<file path="config.mk">
export PLATFORM = sky130hd
export DESIGN_NAME = nwsa_ram
export DESIGN_NICKNAME = d
export VERILOG_FILES = /design/src/nwsa_ram.sv
export SDC_FILE = /design/constraint.sdc
export NUM_CORES = 1
export LEC_CHECK = 0
export BUFFER_PORTS_ARGS = -buffer_cell sky130_fd_sc_hd__buf_2
export CAP_MARGIN = 10
export CORE_AREA = 2 2 287 289
export CTS_BUF_LIST = sky130_fd_sc_hd__clkbuf_16
export CTS_CLUSTER_SIZE = 16
export DETAILED_ROUTE_END_ITERATION = 12
export DIE_AREA = 0 0 289 291
export GPL_TIMING_DRIVEN = 1
export PLACE_DENSITY = 0.67
export SYNTH_ARGS = -nofsm -noshare
export SYNTH_HDL_FRONTEND = slang
export SYNTH_SLANG_ARGS = --single-unit
export TNS_END_PERCENT = 20
</file>
<file path="constraint.sdc">
create_clock -name clk -period 2.6 [get_ports clk]
set_input_delay 0.65 -clock clk [delete_from_list [all_inputs] [get_ports clk]]
set_output_delay 0.65 -clock clk [all_outputs]
set_load 0.1 [all_outputs]
</file>
<file path="src/nwsa_ram.sv">
module nwsa_ram #(
  parameter int Width = 16,
  parameter int Depth = 64,
  parameter int AddrW = (Depth > 1) ? $clog2(Depth) : 1
) (
  input  logic             clk,
  input  logic             wr_en,
  input  logic [AddrW-1:0] wr_addr,
  input  logic [Width-1:0] wr_data,
  input  logic             rd_en,
  input  logic [AddrW-1:0] rd_addr,
  output logic [Width-1:0] rd_data
);

  logic [Width-1:0] mem [Depth];

  always_ff @(posedge clk) begin
    if (wr_en) begin
      mem[wr_addr] <= wr_data;
    end
    if (rd_en) begin
      rd_data <= mem[rd_addr];
    end
  end

endmodule

</file>
* After elaboration in Yosys (flattened, before gate mapping)
Memory sizes are Yosys's and may differ from the RTL's. A register that Yosys moved wholly into a read port is not among the register bits. Index checks and enable logic that the tools add are counted.
Storage, ports and cells: register bits 0, RAM bits 1024, input bits 31, output and inout bits 16, logic and storage cells 3, memories 1
Memories:
- mem | words 64, bits a word 16, rd ports 1, clocked after memory_dff 1, wr ports 1, RTL line 15 | logic [Width-1:0] mem [Depth];
Cells by class: mux-type cells 2
Operators with widths (count):
- $mux W1 | 2

* Logic depth before layout (Yosys ltp)
depth in word-level cells 2, depth in mapped cells 10, depth with buffers taken out 5

* Worst setup path after synthesis
Ideal clock, no wire load.
path type in2reg, start input port wr_addr[3], end memory mem[48][0], enable pin, library setup time 0.409 ns, arrival time 2.276 ns, setup slack -0.085 ns, stages 4, path through clkbuf_1 -> nor2b_1 -> nand4b_1 -> nor3_1
RTL lines:
- start, declared | RTL line 8 | input logic [AddrW-1:0] wr_addr,
- end, declared | RTL line 15
Straight into the memory's write port.

==> metrics <==
MaxCap Viol Count 0; CP Max Fanout 14; synthesized area per cell 22.0 µm²; Worst Path Arrival 2.73 ns; H-tree levels 3; r2r endpoint rd_data[15]; Post-Syn Nets 1860; post-synth top area share 0.777; Die Area 0.0841 mm²; min-delay worst type input pin to register; Synth warnings 0; Clock Skew 0.0314 ns; period utilization 0.904; first-pass GRT wire length 138000 µm; # rows 105; Seq cells post-synth 1040; DR pass1 iterations 6; Primary FF master, synth edfxtp_1; initial antenna violation count 4; worst vdd ir 0.527 mV; Post-Syn Area 0.0402 mm²; post-route insts no fill 3283; worst hold path cell count 1; Fin. Hold Viols 0; initial core utilization 0.495; reg-to-reg slack, setup 0.45 ns; Hold-fix buffers, CTS 0; P_leak 15.3 nW; Final ANT Viol Nets 0; fillcell total 5852; Ports 47; Slew @ Worst Pin 1.19 ns; vias per cell 6.04; fraction of layout cells with a size suffix above 1 0.318; slew margin rel. 0.208; worst r2r src mem[8][15]; DIE HEIGHT 291 µm; Layout Nets 2160; Max Slew Vio Count 0; post-synthesis sequential area ratio 0.777; IO Port Bufs 46; Max stage delay on crit path 0.46 ns; most used cell, CP buf_4; Root Driver clkbuf_16; Inserted Clock Buffers 101; Core Box Area 0.0812 mm²; area leader, netlist edfxtp_1; hold_sp rd_en; CTS tree built; R2R depth 6; clock-pin slew on the worst setup and hold paths 0.06 ns; post-route cell area 0.0468 mm²; largest net degree at the start of global routing 65; post-detail-place hpwl 59400 µm; placed cells 3096; crit-path cells buf_6 -> buf_4 -> nor2b_1 -> buf_4 -> buf_4 -> a22oi_1 -> buf_4 -> a311oi_1; GP Congestion 0.861; most frequent cell after synthesis edfxtp_1; Data required, critical path 2.98 ns; DR DRC count 0; Peak Freq 0.425 GHz; total congestion overflow 0; CP Class input pin to register; wire length per cell 28.9 µm; Post-CTS Setup Bufs 0; Post-synth EDFFs 1040; vias in the first global route 19944; Critical Path End Type register; synth top area cells edfxtp_1, mux4_2, mux2i_1, mux2_2, a22oi_1; CP Launch Type input pin; PD cells 750 mW/mm²; RSZ-0062 raised after global routing no; Bufs and invs on worst path 5; area of placed instances 0.0436 mm²; clk sinks 1040; Final min period 2.35 ns; status finished clean; Routed Wire Length 94900 µm; synth-to-layout area growth 16.4%; Worst setup startpoint rd_addr[1]; overall fraction of global-route tracks in use 0.229; critical path's top delay family buffers and inverters; Setup-failing EPs final 0; routed vias 19831; post-route setup TNS 0 ns; Crit-path slowest cell a311oi_1; Unique masters post-synth 42; Skew-Pair Late Insertion Delay 0.66 ns; asr flop ratio synth 0; post_cts resized 0; Max clock buf depth 3; Die Wd 289 µm; Hold Path End rd_data[10]; Iter 0 DRT Violations 2186; synth cell count leaders edfxtp_1, mux4_2, mux2i_1; post-synthesis cell count 1829
[worst max path at each step]
stage,endpoint,cells past startpoint
floorplan,mem[39][0],4
global route,rd_data[14],1
finish,rd_data[13],8
global placement,rd_data[5],7
CTS,rd_data[10],1
detailed placement,rd_data[10],7
[metal layers]
metal | share of wire | track usage
met5 | 0 | 0
met4 | 0.033 | 0.0753
met3 | 0.086 | 0.0432
met2 | 0.47 | 0.345
met1 | 0.41 | 0.341
[worst register-to-register path, stage by stage (launching register included)]
cell	delay (ns)
edfxtp_1	0.37
mux4_2	0.46
nor2b_1	0.15
a211o_1	0.35
a31oi_1	0.28
buf_4	0.20
a311oi_1	0.06
[where the power goes]
group / internal, mW / switching, mW / total (mW)
Sequential: 18.6 / 0.0535 / 18.6
Clock: 8.32 / 6.02 / 14.3
Combinational: 0.817 / 1.32 / 2.13
[cells by family (layout without fill, tap and decap cells)]
family          Yosys count  after routing  share of synthesized area
compound gates          129            129                     0.0240
buf+inv                 104            484                     0.0182
flops                  1040           1040                      0.777
mux                     336            336                      0.155
other cells               0              4                          0
simple gates            220            220                     0.0264
[sequential cells by signal, summed over array words and instances (netlist names)]
signal / count
mem: 1024
rd_data: 16
[placed cells by master (no fill, tap or decap), types with 30 or more instances in the layout]
| cell type | n |
|---|---|
| mux2i_1 | 85 |
| nor2b_1 | 30 |
| nand2_1 | 59 |
| edfxtp_1 | 1040 |
| buf_4 | 209 |
| nor2_1 | 72 |
| clkbuf_16 | 101 |
| a22oi_1 | 39 |
| mux4_2 | 220 |
| buf_12 | 46 |
| buf_2 | 43 |
[final cells by class]
type                       instances  area [µm²]  share of cell area
tap                             1070        1340              0.0286
sequential                      1040       31200               0.667
multi-input combinational        685        8250               0.176
timing repair buffer             301        2750              0.0586
clock inverter                    82         711              0.0152
clock buffer                     101        2530              0.0540
antenna                            4        10.0            0.000214
[through the flow]
| step | utilization | total power [mW] | worst slack [ns] | hold slack (ns) |
|---|---|---|---|---|
| 2_1_floorplan | - | 20.1 | -0.00780 | 0.749 |
| 3_3_place_gp | 0.537 | 21.1 | -0.325 | 0.922 |
| 3_5_place_dp | 0.537 | 21.1 | -0.311 | 0.900 |
| 4_1_cts | 0.576 | 35.3 | 0.274 | 0.470 |
| 5_1_grt | 0.576 | 36.1 | 0.238 | 0.488 |
| 6_report | 0.577 | 35.1 | 0.249 | 0.505 |
(Power assumes the default switching activity.)
